### config.mk
export PLATFORM = sky130hd
export DESIGN_NAME = apt_fifo
export DESIGN_NICKNAME = d
export VERILOG_FILES = /design/src/rtl/affine_point_transform_assert.svh /design/src/rtl/apt_pkg.sv /design/src/rtl/apt_fifo.sv
export SDC_FILE = /design/constraint.sdc
export NUM_CORES = 1
export LEC_CHECK = 0
export ABC_AREA = 1
export BUFFER_PORTS_ARGS = -buffer_cell sky130_fd_sc_hd__buf_2
export CAP_MARGIN = 10
export CORE_ASPECT_RATIO = 0.6
export CORE_UTILIZATION = 51
export DETAILED_ROUTE_END_ITERATION = 10
export PLACE_DENSITY = 0.75
export SLEW_MARGIN = 10
export SYNTH_ARGS = -nofsm -noshare
export SYNTH_HDL_FRONTEND = slang
export SYNTH_SLANG_ARGS = --single-unit
### constraint.sdc
create_clock -name clk -period 3.3 [get_ports clk]
set_input_delay 0.66 -clock clk [delete_from_list [all_inputs] [get_ports clk]]
set_output_delay 0.66 -clock clk [all_outputs]
set_load 0.005 [all_outputs]
### src/rtl/affine_point_transform_assert.svh
// assertion macros for the affine point transform block
// no dependencies; taken in by the top level
`ifndef AFFINE_POINT_TRANSFORM_ASSERT_SVH
`define AFFINE_POINT_TRANSFORM_ASSERT_SVH

`ifndef SYNTHESIS
`define APT_ASSERT_IMP(lbl, ck, rn, ante, cons) \
  lbl: assert property (@(posedge ck) disable iff (!rn) (ante) |-> (cons)) \
    else $error("apt: implication check failed");
`define APT_ASSERT_NEVER(lbl, ck, rn, cond) \
  lbl: assert property (@(posedge ck) disable iff (!rn) !(cond)) \
    else $error("apt: forbidden condition seen");
`else
`define APT_ASSERT_IMP(lbl, ck, rn, ante, cons)
`define APT_ASSERT_NEVER(lbl, ck, rn, cond)
`endif

`endif

### src/rtl/apt_pkg.sv
// shared types, constants and helpers of the affine point transform
// no dependencies
package apt_pkg;

  localparam int FRAC_BITS   = 16;
  localparam int COORD_W     = 32;
  localparam int IDX_W       = 4;
  localparam int NUM_ROWS    = 3;
  localparam int NUM_COLS    = 3;
  localparam int ROW_STRIDE  = 4;
  localparam int NUM_COEF    = NUM_ROWS * ROW_STRIDE;
  localparam int PROD_W      = 2 * COORD_W;
  localparam int SUM_W       = PROD_W + 2;
  localparam int QUEUE_DEPTH = 4;
  localparam int QPTR_W      = $clog2(QUEUE_DEPTH);
  localparam int QCNT_W      = QPTR_W + 1;
  localparam int IN_TDATA_W  = ((IDX_W + 4 * COORD_W + 7) / 8) * 8;
  localparam int OUT_TDATA_W = 3 * COORD_W;

  localparam logic signed [COORD_W-1:0] COEF_ONE   = COORD_W'(64'(1) << FRAC_BITS);
  localparam logic signed [SUM_W-1:0]   ROUND_OFS  = SUM_W'(1) << (FRAC_BITS - 1);
  localparam logic signed [COORD_W-1:0] COORD_MAX  = {1'b0, {(COORD_W-1){1'b1}}};
  localparam logic signed [COORD_W-1:0] COORD_MIN  = {1'b1, {(COORD_W-1){1'b0}}};

  typedef enum logic {
    OP_LOAD  = 1'b0,
    OP_POINT = 1'b1
  } apt_op_t;

  // for a load, x carries the coefficient value
  typedef struct packed {
    apt_op_t                    op;
    logic [IDX_W-1:0]           coef_index;
    logic                       last;
    logic signed [COORD_W-1:0]  x;
    logic signed [COORD_W-1:0]  y;
    logic signed [COORD_W-1:0]  z;
  } apt_entry_t;

  typedef struct packed {
    logic full;
    logic empty;
  } apt_q_status_t;

  function automatic logic signed [COORD_W-1:0] apt_reset_coef(input int idx);
    logic signed [COORD_W-1:0] v;
    v = (idx % (ROW_STRIDE + 1) == 0) ? COEF_ONE : '0;
    return v;
  endfunction

endpackage

### src/rtl/apt_fifo.sv
// short queue between the front and the back
// depends on apt_pkg
module apt_fifo (
  input  logic                    clk,
  input  logic                    rst_n,
  input  logic                    push,
  input  apt_pkg::apt_entry_t     push_entry,
  input  logic                    pop,
  output apt_pkg::apt_entry_t     pop_entry,
  output apt_pkg::apt_q_status_t  status
);

  apt_pkg::apt_entry_t        q_mem_r [apt_pkg::QUEUE_DEPTH];
  logic [apt_pkg::QPTR_W-1:0] wr_ptr_r, wr_ptr_nxt;
  logic [apt_pkg::QPTR_W-1:0] rd_ptr_r, rd_ptr_nxt;
  logic [apt_pkg::QCNT_W-1:0] count_r, count_nxt;

  assign status.full  = (count_r == apt_pkg::QCNT_W'(apt_pkg::QUEUE_DEPTH));
  assign status.empty = (count_r == '0);
  assign pop_entry    = q_mem_r[rd_ptr_r];

  always_comb begin
    wr_ptr_nxt = push ? wr_ptr_r + 1'b1 : wr_ptr_r;
    rd_ptr_nxt = pop ? rd_ptr_r + 1'b1 : rd_ptr_r;
    count_nxt  = count_r;
    if (push && !pop) begin
      count_nxt = count_r + 1'b1;
    end else if (pop && !push) begin
      count_nxt = count_r - 1'b1;
    end
  end

  always_ff @(posedge clk) begin
    if (!rst_n) begin
      wr_ptr_r <= '0;
      rd_ptr_r <= '0;
      count_r  <= '0;
    end else begin
      wr_ptr_r <= wr_ptr_nxt;
      rd_ptr_r <= rd_ptr_nxt;
      count_r  <= count_nxt;
    end
  end

  always_ff @(posedge clk) begin
    if (push) begin
      q_mem_r[wr_ptr_r] <= push_entry;
    end
  end

endmodule

==> metrics.txt <==
outcome finished clean; ys flop type edfxtp_1; largest cells by area after synthesis edfxtp_1 (79%), nor2_1 (5.1%), o21ai_0 (4.8%), o22ai_1 (4.1%), o21ai_1 (1.9%); Distinct cells, synth 19; GRT overflow 0; worst r2r path cells 5; CP top delay family flip-flops; critical-path cell list buf_4 -> o21ai_0 -> o22ai_1 -> buf_2; Detailed Routing Iterations Pass 1 5; antenna violations before repair 6; Seq/Total Area, Yosys between 80% and 90%; Post-CTS Setup Bufs 0; Critical R2R Capture q_mem_r[0][18]; CP Depth 4; Startpoint Class register; FMAX 0.329 GHz; max incr delay on CP ~0.8 ns; critical path type reg -> out; Reg clk slew, reported paths 0.07 ns; Placer Congestion around 0.74; hold path depth 1; Hold Fails Final Rpt 0; PwrDens between 600 and 700 nW/um^2; crit path max-delay cell type dfxtp_2; IO Count 210; largest net degree at the start of global routing 205; ys async rst share 0%; Final nets 1357; Final Skew between 0.01 and 0.015 ns; CTS tree built; Final Non-Filler Cells 1683; PostCTS Resize Cnt 0; most frequent cells after synthesis edfxtp_1 (408), nor2_1 (209), o21ai_0 (150), o22ai_1 (102), o21ai_1 (60); Synth top area share roughly four fifths; row cnt 49; Post-CTS Hold Buffers 0; Total Power about 11000 uW; yosys warns 0; Leakage 0.00633 uW; core area 29900 um^2; Die Footprint 31100 um^2; most area-hungry cell type in the Yosys netlist edfxtp_1; max-cap violations 0; Die Ht ~140 um; Critical path buffers and inverters 2; hpwl dp roughly 19000 um; # fillers 2302; cell area after synthesis 15500 um^2; FF+latch area roughly 12000 um^2; CTS HTree Levels 2; first-pass GRT wire length slightly above 50000 um; max-slew violation count 0; Worst setup EP type primary output; cell area after layout roughly 18000 um^2; r2r setup slk 1.40 ns; most frequent cell after synthesis edfxtp_1; share of cells above drive strength 1 approximately 22%; # DRC 0; WP data required approximately 2.6 ns; initial drt markers 840; RSZ-0062 raised after global routing no; GRT Total Usage a little over a fifth; pre-CTS WS 0.836 ns; final antenna-violating net count 0; Final setup viols 0; measured slew at the worst slew-check pin 0.857 ns; Worst Path Max Fanout 36; HP Start push_entry[95]; min-delay worst type in -> reg; worst endpoint data arrival time around 2.4 ns; Root Buffer clkbuf_16; number of buffers created by CTS 38; vias per cell between 5 and 6; Setup WS post-layout roughly 0.26 ns; Tmin final 3.04 ns; Final Cycle Share between 90% and 100%; Placed Area 17000 um^2; port bufs ~210; CTS Sinks 417; chip width between 200 and 250 um; placed cells 1613; Layout area overhead 17.3%; Max VDD drop approximately 0.46 mV; Clock Latency Late Sink roughly 0.52 ns; Post-Synthesis Cells roughly 1.0k; Max clock buf depth 3; Worst slew margin 42.9%; multi-input logic area between 2000 and 3000 um^2; vias in the first global route ~9k; number of synthesized flops with an enable pin ~400; setup TNS 0 ns; final WL around 34000 um; vias 9324; syn avg cell area about 15 um^2; reg-to-reg critical path startpoint wr_ptr_r[0]; Post-Syn Nets about 1.2k; Min-Delay Endpoint q_mem_r[1][95]; Initial Utilization 51.8%; number of synthesized register bits 417; wire per inst about 20 um
[cells in the final DEF (no fill, tap or decap), types with 7 or more instances in the layout]
cell type	instances
o22ai_1	102
nand2_1	9
inv_1	11
buf_4	7
buf_2	209
buf_12	11
dfxtp_1	7
clkinv_1	11
nor2_1	209
o21ai_0	150
edfxtp_1	408
clkbuf_16	41
o21ai_1	60
[per-stage QoR]
| step | hold WS, ns | util (%) |
|---|---|---|
| 2_1_floorplan | 0.412 | - |
| 3_3_place_gp | 0.418 | 56.7 |
| 3_5_place_dp | 0.426 | 56.7 |
| 4_1_cts | 0.319 | 60.8 |
| 5_1_grt | 0.327 | 60.8 |
| 6_report | 0.344 | 60.8 |
[logic make-up (layout without fill, tap and decap cells)]
group           Yosys count  after routing  share of synthesized area [%]
flops                   417            417                           80.2
compound gates          316            316                           11.0
simple gates            222            222                           5.41
buf+inv                  83            309                           2.88
fa+ha+maj                 6              6                          0.532
other cells               0              5                              0
[worst max path at each step]
stage             start            end  slack, ns
4_1_cts        register   pop_entry[8]       0.19
6_report       register   pop_entry[8]       0.26
2_1_floorplan      push  q_mem_r[2][0]       0.18
3_5_place_dp   register  pop_entry[63]       0.84
3_3_place_gp   register  pop_entry[59]       0.90
5_1_grt        register   pop_entry[8]       0.12
[routing by layer]
layer	share of wire, %	track usage (%)	vias to the layer above
met5	0.12	0	-
met4	1.5	5.15	6
met3	7.9	5.58	55
met2	46	33.4	340
met1	45	30.4	4564
li1	-	-	4359
[layout make-up]
class,count,area share [%]
flip-flops and latches,417,68.3
multi-input cells,544,14.5
repair buffers,227,7.25
clock buffers,46,5.74
well taps,408,2.80
clock inverters,19,0.914
inverters,17,0.433
diodes,5,0.0687
[report_power, final]
group / switching [uW] / internal (uW) / total, uW
Combinational: 634 / 345 / 979
Sequential: 61.3 / 6050 / 6110
Clock: 1840 / 2480 / 4320
Total: 2530 / 8880 / 11400
[state kept, by name, indices dropped and copies added (netlist names), named ones only]
register and flops:
count_r 3, wr_ptr_r 2, q_mem_r 408, rd_ptr_r 2
[worst register-to-register path: stages, from the launching register on]
cell	delay (ns)
dfxtp_1	0.33
inv_1	0.11
ha_1	0.16
nand2_1	0.09
inv_4	0.38
buf_12	0.44
No activity file was read; power rests on OpenSTA's default activity.
