==> config.mk <==
export PLATFORM = sky130hd
export DESIGN_NAME = apt_front
export DESIGN_NICKNAME = d
export VERILOG_FILES = /design/src/rtl/affine_point_transform_assert.svh /design/src/rtl/apt_pkg.sv /design/src/rtl/apt_front.sv
export SDC_FILE = /design/constraint.sdc
export NUM_CORES = 1
export LEC_CHECK = 0
export BUFFER_PORTS_ARGS = -buffer_cell sky130_fd_sc_hd__buf_2
export CORE_MARGIN = 1
export CORE_UTILIZATION = 37
export DETAILED_ROUTE_END_ITERATION = 8
export PLACE_DENSITY = 0.75
export RECOVER_POWER = 100
export SLEW_MARGIN = 10
export SYNTH_ARGS = -nofsm -noshare
export SYNTH_HDL_FRONTEND = slang
export SYNTH_SLANG_ARGS = --single-unit
==> constraint.sdc <==
create_clock -name clk -period 3.2 [get_ports clk]
set_input_delay 0.32 -clock clk [delete_from_list [all_inputs] [get_ports clk]]
set_output_delay 0.32 -clock clk [all_outputs]
set_load 0.05 [all_outputs]
==> src/rtl/affine_point_transform_assert.svh <==
// assertion macros for the affine point transform block
// no dependencies; taken in by the top level
`ifndef AFFINE_POINT_TRANSFORM_ASSERT_SVH
`define AFFINE_POINT_TRANSFORM_ASSERT_SVH

`ifndef SYNTHESIS
`define APT_ASSERT_IMP(lbl, ck, rn, ante, cons) \
  lbl: assert property (@(posedge ck) disable iff (!rn) (ante) |-> (cons)) \
    else $error("apt: implication check failed");
`define APT_ASSERT_NEVER(lbl, ck, rn, cond) \
  lbl: assert property (@(posedge ck) disable iff (!rn) !(cond)) \
    else $error("apt: forbidden condition seen");
`else
`define APT_ASSERT_IMP(lbl, ck, rn, ante, cons)
`define APT_ASSERT_NEVER(lbl, ck, rn, cond)
`endif

`endif

==> src/rtl/apt_pkg.sv <==
// shared types, constants and helpers of the affine point transform
// no dependencies
package apt_pkg;

  localparam int FRAC_BITS   = 16;
  localparam int COORD_W     = 32;
  localparam int IDX_W       = 4;
  localparam int NUM_ROWS    = 3;
  localparam int NUM_COLS    = 3;
  localparam int ROW_STRIDE  = 4;
  localparam int NUM_COEF    = NUM_ROWS * ROW_STRIDE;
  localparam int PROD_W      = 2 * COORD_W;
  localparam int SUM_W       = PROD_W + 2;
  localparam int QUEUE_DEPTH = 4;
  localparam int QPTR_W      = $clog2(QUEUE_DEPTH);
  localparam int QCNT_W      = QPTR_W + 1;
  localparam int IN_TDATA_W  = ((IDX_W + 4 * COORD_W + 7) / 8) * 8;
  localparam int OUT_TDATA_W = 3 * COORD_W;

  localparam logic signed [COORD_W-1:0] COEF_ONE   = COORD_W'(64'(1) << FRAC_BITS);
  localparam logic signed [SUM_W-1:0]   ROUND_OFS  = SUM_W'(1) << (FRAC_BITS - 1);
  localparam logic signed [COORD_W-1:0] COORD_MAX  = {1'b0, {(COORD_W-1){1'b1}}};
  localparam logic signed [COORD_W-1:0] COORD_MIN  = {1'b1, {(COORD_W-1){1'b0}}};

  typedef enum logic {
    OP_LOAD  = 1'b0,
    OP_POINT = 1'b1
  } apt_op_t;

  // for a load, x carries the coefficient value
  typedef struct packed {
    apt_op_t                    op;
    logic [IDX_W-1:0]           coef_index;
    logic                       last;
    logic signed [COORD_W-1:0]  x;
    logic signed [COORD_W-1:0]  y;
    logic signed [COORD_W-1:0]  z;
  } apt_entry_t;

  typedef struct packed {
    logic full;
    logic empty;
  } apt_q_status_t;

  function automatic logic signed [COORD_W-1:0] apt_reset_coef(input int idx);
    logic signed [COORD_W-1:0] v;
    v = (idx % (ROW_STRIDE + 1) == 0) ? COEF_ONE : '0;
    return v;
  endfunction

endpackage

==> src/rtl/apt_front.sv <==
// input stage: accepts items, drops out-of-range loads, feeds the queue
// depends on apt_pkg
module apt_front (
  input  logic                                 clk,
  input  logic                                 rst_n,
  input  logic                                 in_tvalid,
  output logic                                 in_tready,
  input  logic [apt_pkg::IN_TDATA_W-1:0]       in_tdata,   // coef_index, coef_value, x, y, z
  input  logic                                 in_tuser,   // opcode
  input  logic                                 in_tlast,   // last_point
  input  apt_pkg::apt_q_status_t               q_status,
  output logic                                 q_push,
  output apt_pkg::apt_entry_t                  q_entry
);

  logic                 f_valid_r, f_valid_nxt;
  apt_pkg::apt_entry_t  f_entry_r, f_entry_nxt;
  logic                 take;
  logic                 keep;

  always_comb begin
    f_entry_nxt.op         = apt_pkg::apt_op_t'(in_tuser);
    f_entry_nxt.coef_index = in_tdata[apt_pkg::IDX_W-1:0];
    f_entry_nxt.last       = in_tlast;
    f_entry_nxt.x          = in_tdata[apt_pkg::IDX_W +: apt_pkg::COORD_W];
    if (f_entry_nxt.op == apt_pkg::OP_POINT) begin
      f_entry_nxt.x = in_tdata[apt_pkg::IDX_W + apt_pkg::COORD_W +: apt_pkg::COORD_W];
    end
    f_entry_nxt.y = in_tdata[apt_pkg::IDX_W + 2 * apt_pkg::COORD_W +: apt_pkg::COORD_W];
    f_entry_nxt.z = in_tdata[apt_pkg::IDX_W + 3 * apt_pkg::COORD_W +: apt_pkg::COORD_W];
  end

  assign in_tready = !f_valid_r || !q_status.full;
  assign take      = in_tvalid && in_tready;
  assign q_push    = f_valid_r && !q_status.full;
  assign q_entry   = f_entry_r;
  assign keep      = (f_entry_nxt.op == apt_pkg::OP_POINT) ||
                     (32'(f_entry_nxt.coef_index) < apt_pkg::NUM_COEF);

  always_comb begin
    f_valid_nxt = f_valid_r;
    if (take) begin
      f_valid_nxt = keep;
    end else if (q_push) begin
      f_valid_nxt = 1'b0;
    end
  end

  always_ff @(posedge clk) begin
    if (!rst_n) begin
      f_valid_r <= 1'b0;
    end else begin
      f_valid_r <= f_valid_nxt;
    end
  end

  always_ff @(posedge clk) begin
    if (take) begin
      f_entry_r <= f_entry_nxt;
    end
  end

endmodule

==> impl_results.md <==
- Fin crit share: 53.5%
- Count leader, synth: edfxtp_1
- Initial antenna violation count: 0
- Nature of the critical path startpoint: flop
- Clk slew on worst S/H paths: 110 ps
- Pint: 1990 uW
- Vias per cell: approximately 4.4
- Largest net degree at the start of global routing: 60
- MaxCap Viol Count: 0
- Core area: 9420 sq um
- Pwr Density: 579 nW/um^2
- Hold Fails Final Rpt: 0
- Clock Path Buffers: 2
- Hold slack: about 130 ps
- Number of buffers and inverters on the critical path: 1
- Async S/R FF share, synth: 0%
- Min Tclk post-route: 1710 ps
- Max frequency: about 600 MHz
- Pleak: 0.00190 uW
- Synthesis warning total: 0
- Post-synth top area cell: edfxtp_1
- Mean post-synth cell area: around 25 sq um
- Hold_sp: in_tdata[118]
- Design area: a little under 5000 sq um
- Die width: 102 um
- Power share of the clock group: 25.8%
- Syn-to-layout area delta: 34.2%
- Layout cells sized above 1: 38.5%
- # IOs: 247
- Overall routing resource usage: between 10 and 15%
- Fin nets: 538
- Clock skew: 9.44 ps
- Die ar.: approximately 10000 sq um
- Part of the power in registers: 56.4%
- FF/Latch Area: 3080 sq um
- Initial Util: just under 40%
- Initial DRC count: 39
- Area of the multi-input gates: 399 sq um
- Synth top area cells: edfxtp_1 (84%), mux2_4 (12%), buf_12 (1.6%)
- Post-CTS Setup Repair Bufs: 0
- Comb power frac: 17.7%
- R2r startpoint: f_valid_r
- RSZ-0062 raised after global routing: no
- Worst Setup Path Type: flop to flop
- CTS tree: done
- Worst setup path startpoint: f_valid_r
- Final WL: 7930 um
- Status: finished, final reports clean
- First-pass GRT wire length: 10900 um
- CTS root buf: clkbuf_8
- Die H: between 100 and 150 um
- Post-synth EDFFs: 102
- Gate Count Post-Synth: 146
- Final core occ: 52.3%
- Total inserted antenna cells: 0
- Crit-path max FO: 59
- Layout fillers: 884
- Cell Chain, Critical Path: nand2_1 -> and2_4 -> buf_12
- Worst Tran Pin Value: 761 ps
- Slew Viols, Final: 0
- R2r worst-path depth: 3
- Routed vias: 2303
- Placer congestion estimate: 0.720
- Resize count post-CTS: 0
- Post-synthesis sequential area ratio: 84.1%
- Core Rows: 35
- Inserted Clock Buffers: 9
- # port buffers: 241
- Mapped Area: about 3700 sq um
- Largest stage delay, worst path: approximately 550 ps
- Htree depth: 3
- Hold buffer count at CTS: 0
- Gr ovfl total: 0
- R2r setup slk: 1490 ps
- TritonRoute pass-1 iters: 4
- Hold path depth: 1
- Slew HR: 49.3%
- CTS sink cnt: roughly 100
- Vias in the first global route: 2237
- VDD IR max: 0.274 mV
- Crit. path cell count: 3
- Yosys cell types: 12
- Min-delay worst type: primary input to flop
- Register bit count reported by yosys: 103
- Delay-heaviest family, CP: simple AND/OR/NAND/NOR gates
- Required time of the critical path: approximately 3200 ps
- Share of the synthesized area in the top cell type: 83.5%
- Placed cell count: 513
- CP endpoint kind: flop
- Routed Antenna Nets: 0
- Worst-Skew Late Latency: 350 ps
- List of most frequent post-synthesis cells: edfxtp_1 (102), mux2_4 (30), buf_12 (3)
- Crit path DAT: 1740 ps
- Setup TNS: 0 ps
- Syn_nets: 289
- Top FF cell, synth: edfxtp_1
- P_sw: ~860 uW
- Post-route DRC: 0
- Final setup violation count: 0
- Cell Count, Final, Fillers Out: roughly 530
- Sw Ratio: 30.1%
- Drt wl/cell: 15.0 um
- Critical-path top delay cell: and2_4
- Placed cell area: 4990 sq um
[cells in the final DEF (no fill, tap or decap), types with 2 or more instances in the layout]
cell type / synthesis / final
clkbuf_8: 0 / 9
inv_6: 0 / 2
edfxtp_1: 102 / 102
clkbuf_1: 0 / 106
clkinv_4: 0 / 2
mux2_1: 0 / 30
buf_2: 0 / 135
nor2b_1: 2 / 2
mux2_2: 2 / 2
[flip-flops by register name (all words and copies together), names as in the netlist]
| name | cells |
|---|---|
| f_valid_r | 1 |
| q_entry | 102 |
[power groups by stage]
stage                     logic (uW)  registers, uW  clock network (uW)
after global routing             531           1620                 811
after detailed placement         563           1640                   0
final                            505           1610                 736
after global placement           554           1630                   0
after CTS                        563           1610                 766
after floorplan                 99.8           1930                   0
[path summary, 6_finish.rpt]
check / end
worst max-delay path: q_entry[7]
worst min-delay path: q_entry[18]
worst max register to register: q_entry[7]
worst min register to register: f_valid_r
[stage by stage]
stage          worst slack, ps  total power [uW]
5_1_grt                   1360              2960
3_3_place_gp              1430              2190
4_1_cts                   1480              2940
2_1_floorplan              694              2030
6_report                  1490              2850
3_5_place_dp              1380              2200
[metal layers]
layer | GRT usage [%] | share of wire [%]
met2 | 26.8 | 51
met5 | 0 | 0
met3 | 6.83 | 10
met4 | 4.01 | 0.98
met1 | 14.7 | 38
[worst reg2reg max path, cell delays in order, from the launching register on]
cell and delay, ps:
dfxtp_1 340, nand2_1 110, and2_4 550, buf_12 370
[area by class of cell]
| class | count | area share (%) |
|---|---|---|
| timing repair buffer | 242 | 22.2 |
| tap | 129 | 3.28 |
| multi-input combinational | 38 | 8.11 |
| clock buffer | 9 | 2.52 |
| sequential | 103 | 62.7 |
| clock inverter | 7 | 1.12 |
| inverter | 1 | 0.0763 |
[cells by family after synthesis]
kind of cell / after synthesis / share of synthesized area, %
AOI/OAI and AO/OA: 2 / 0.375
buffers and inverters: 5 / 2.05
DFF: 103 / 84.1
muxes: 32 / 12.9
and+or+nand+nor: 4 / 0.614
Note: power is estimated with default switching activity, not from simulation.
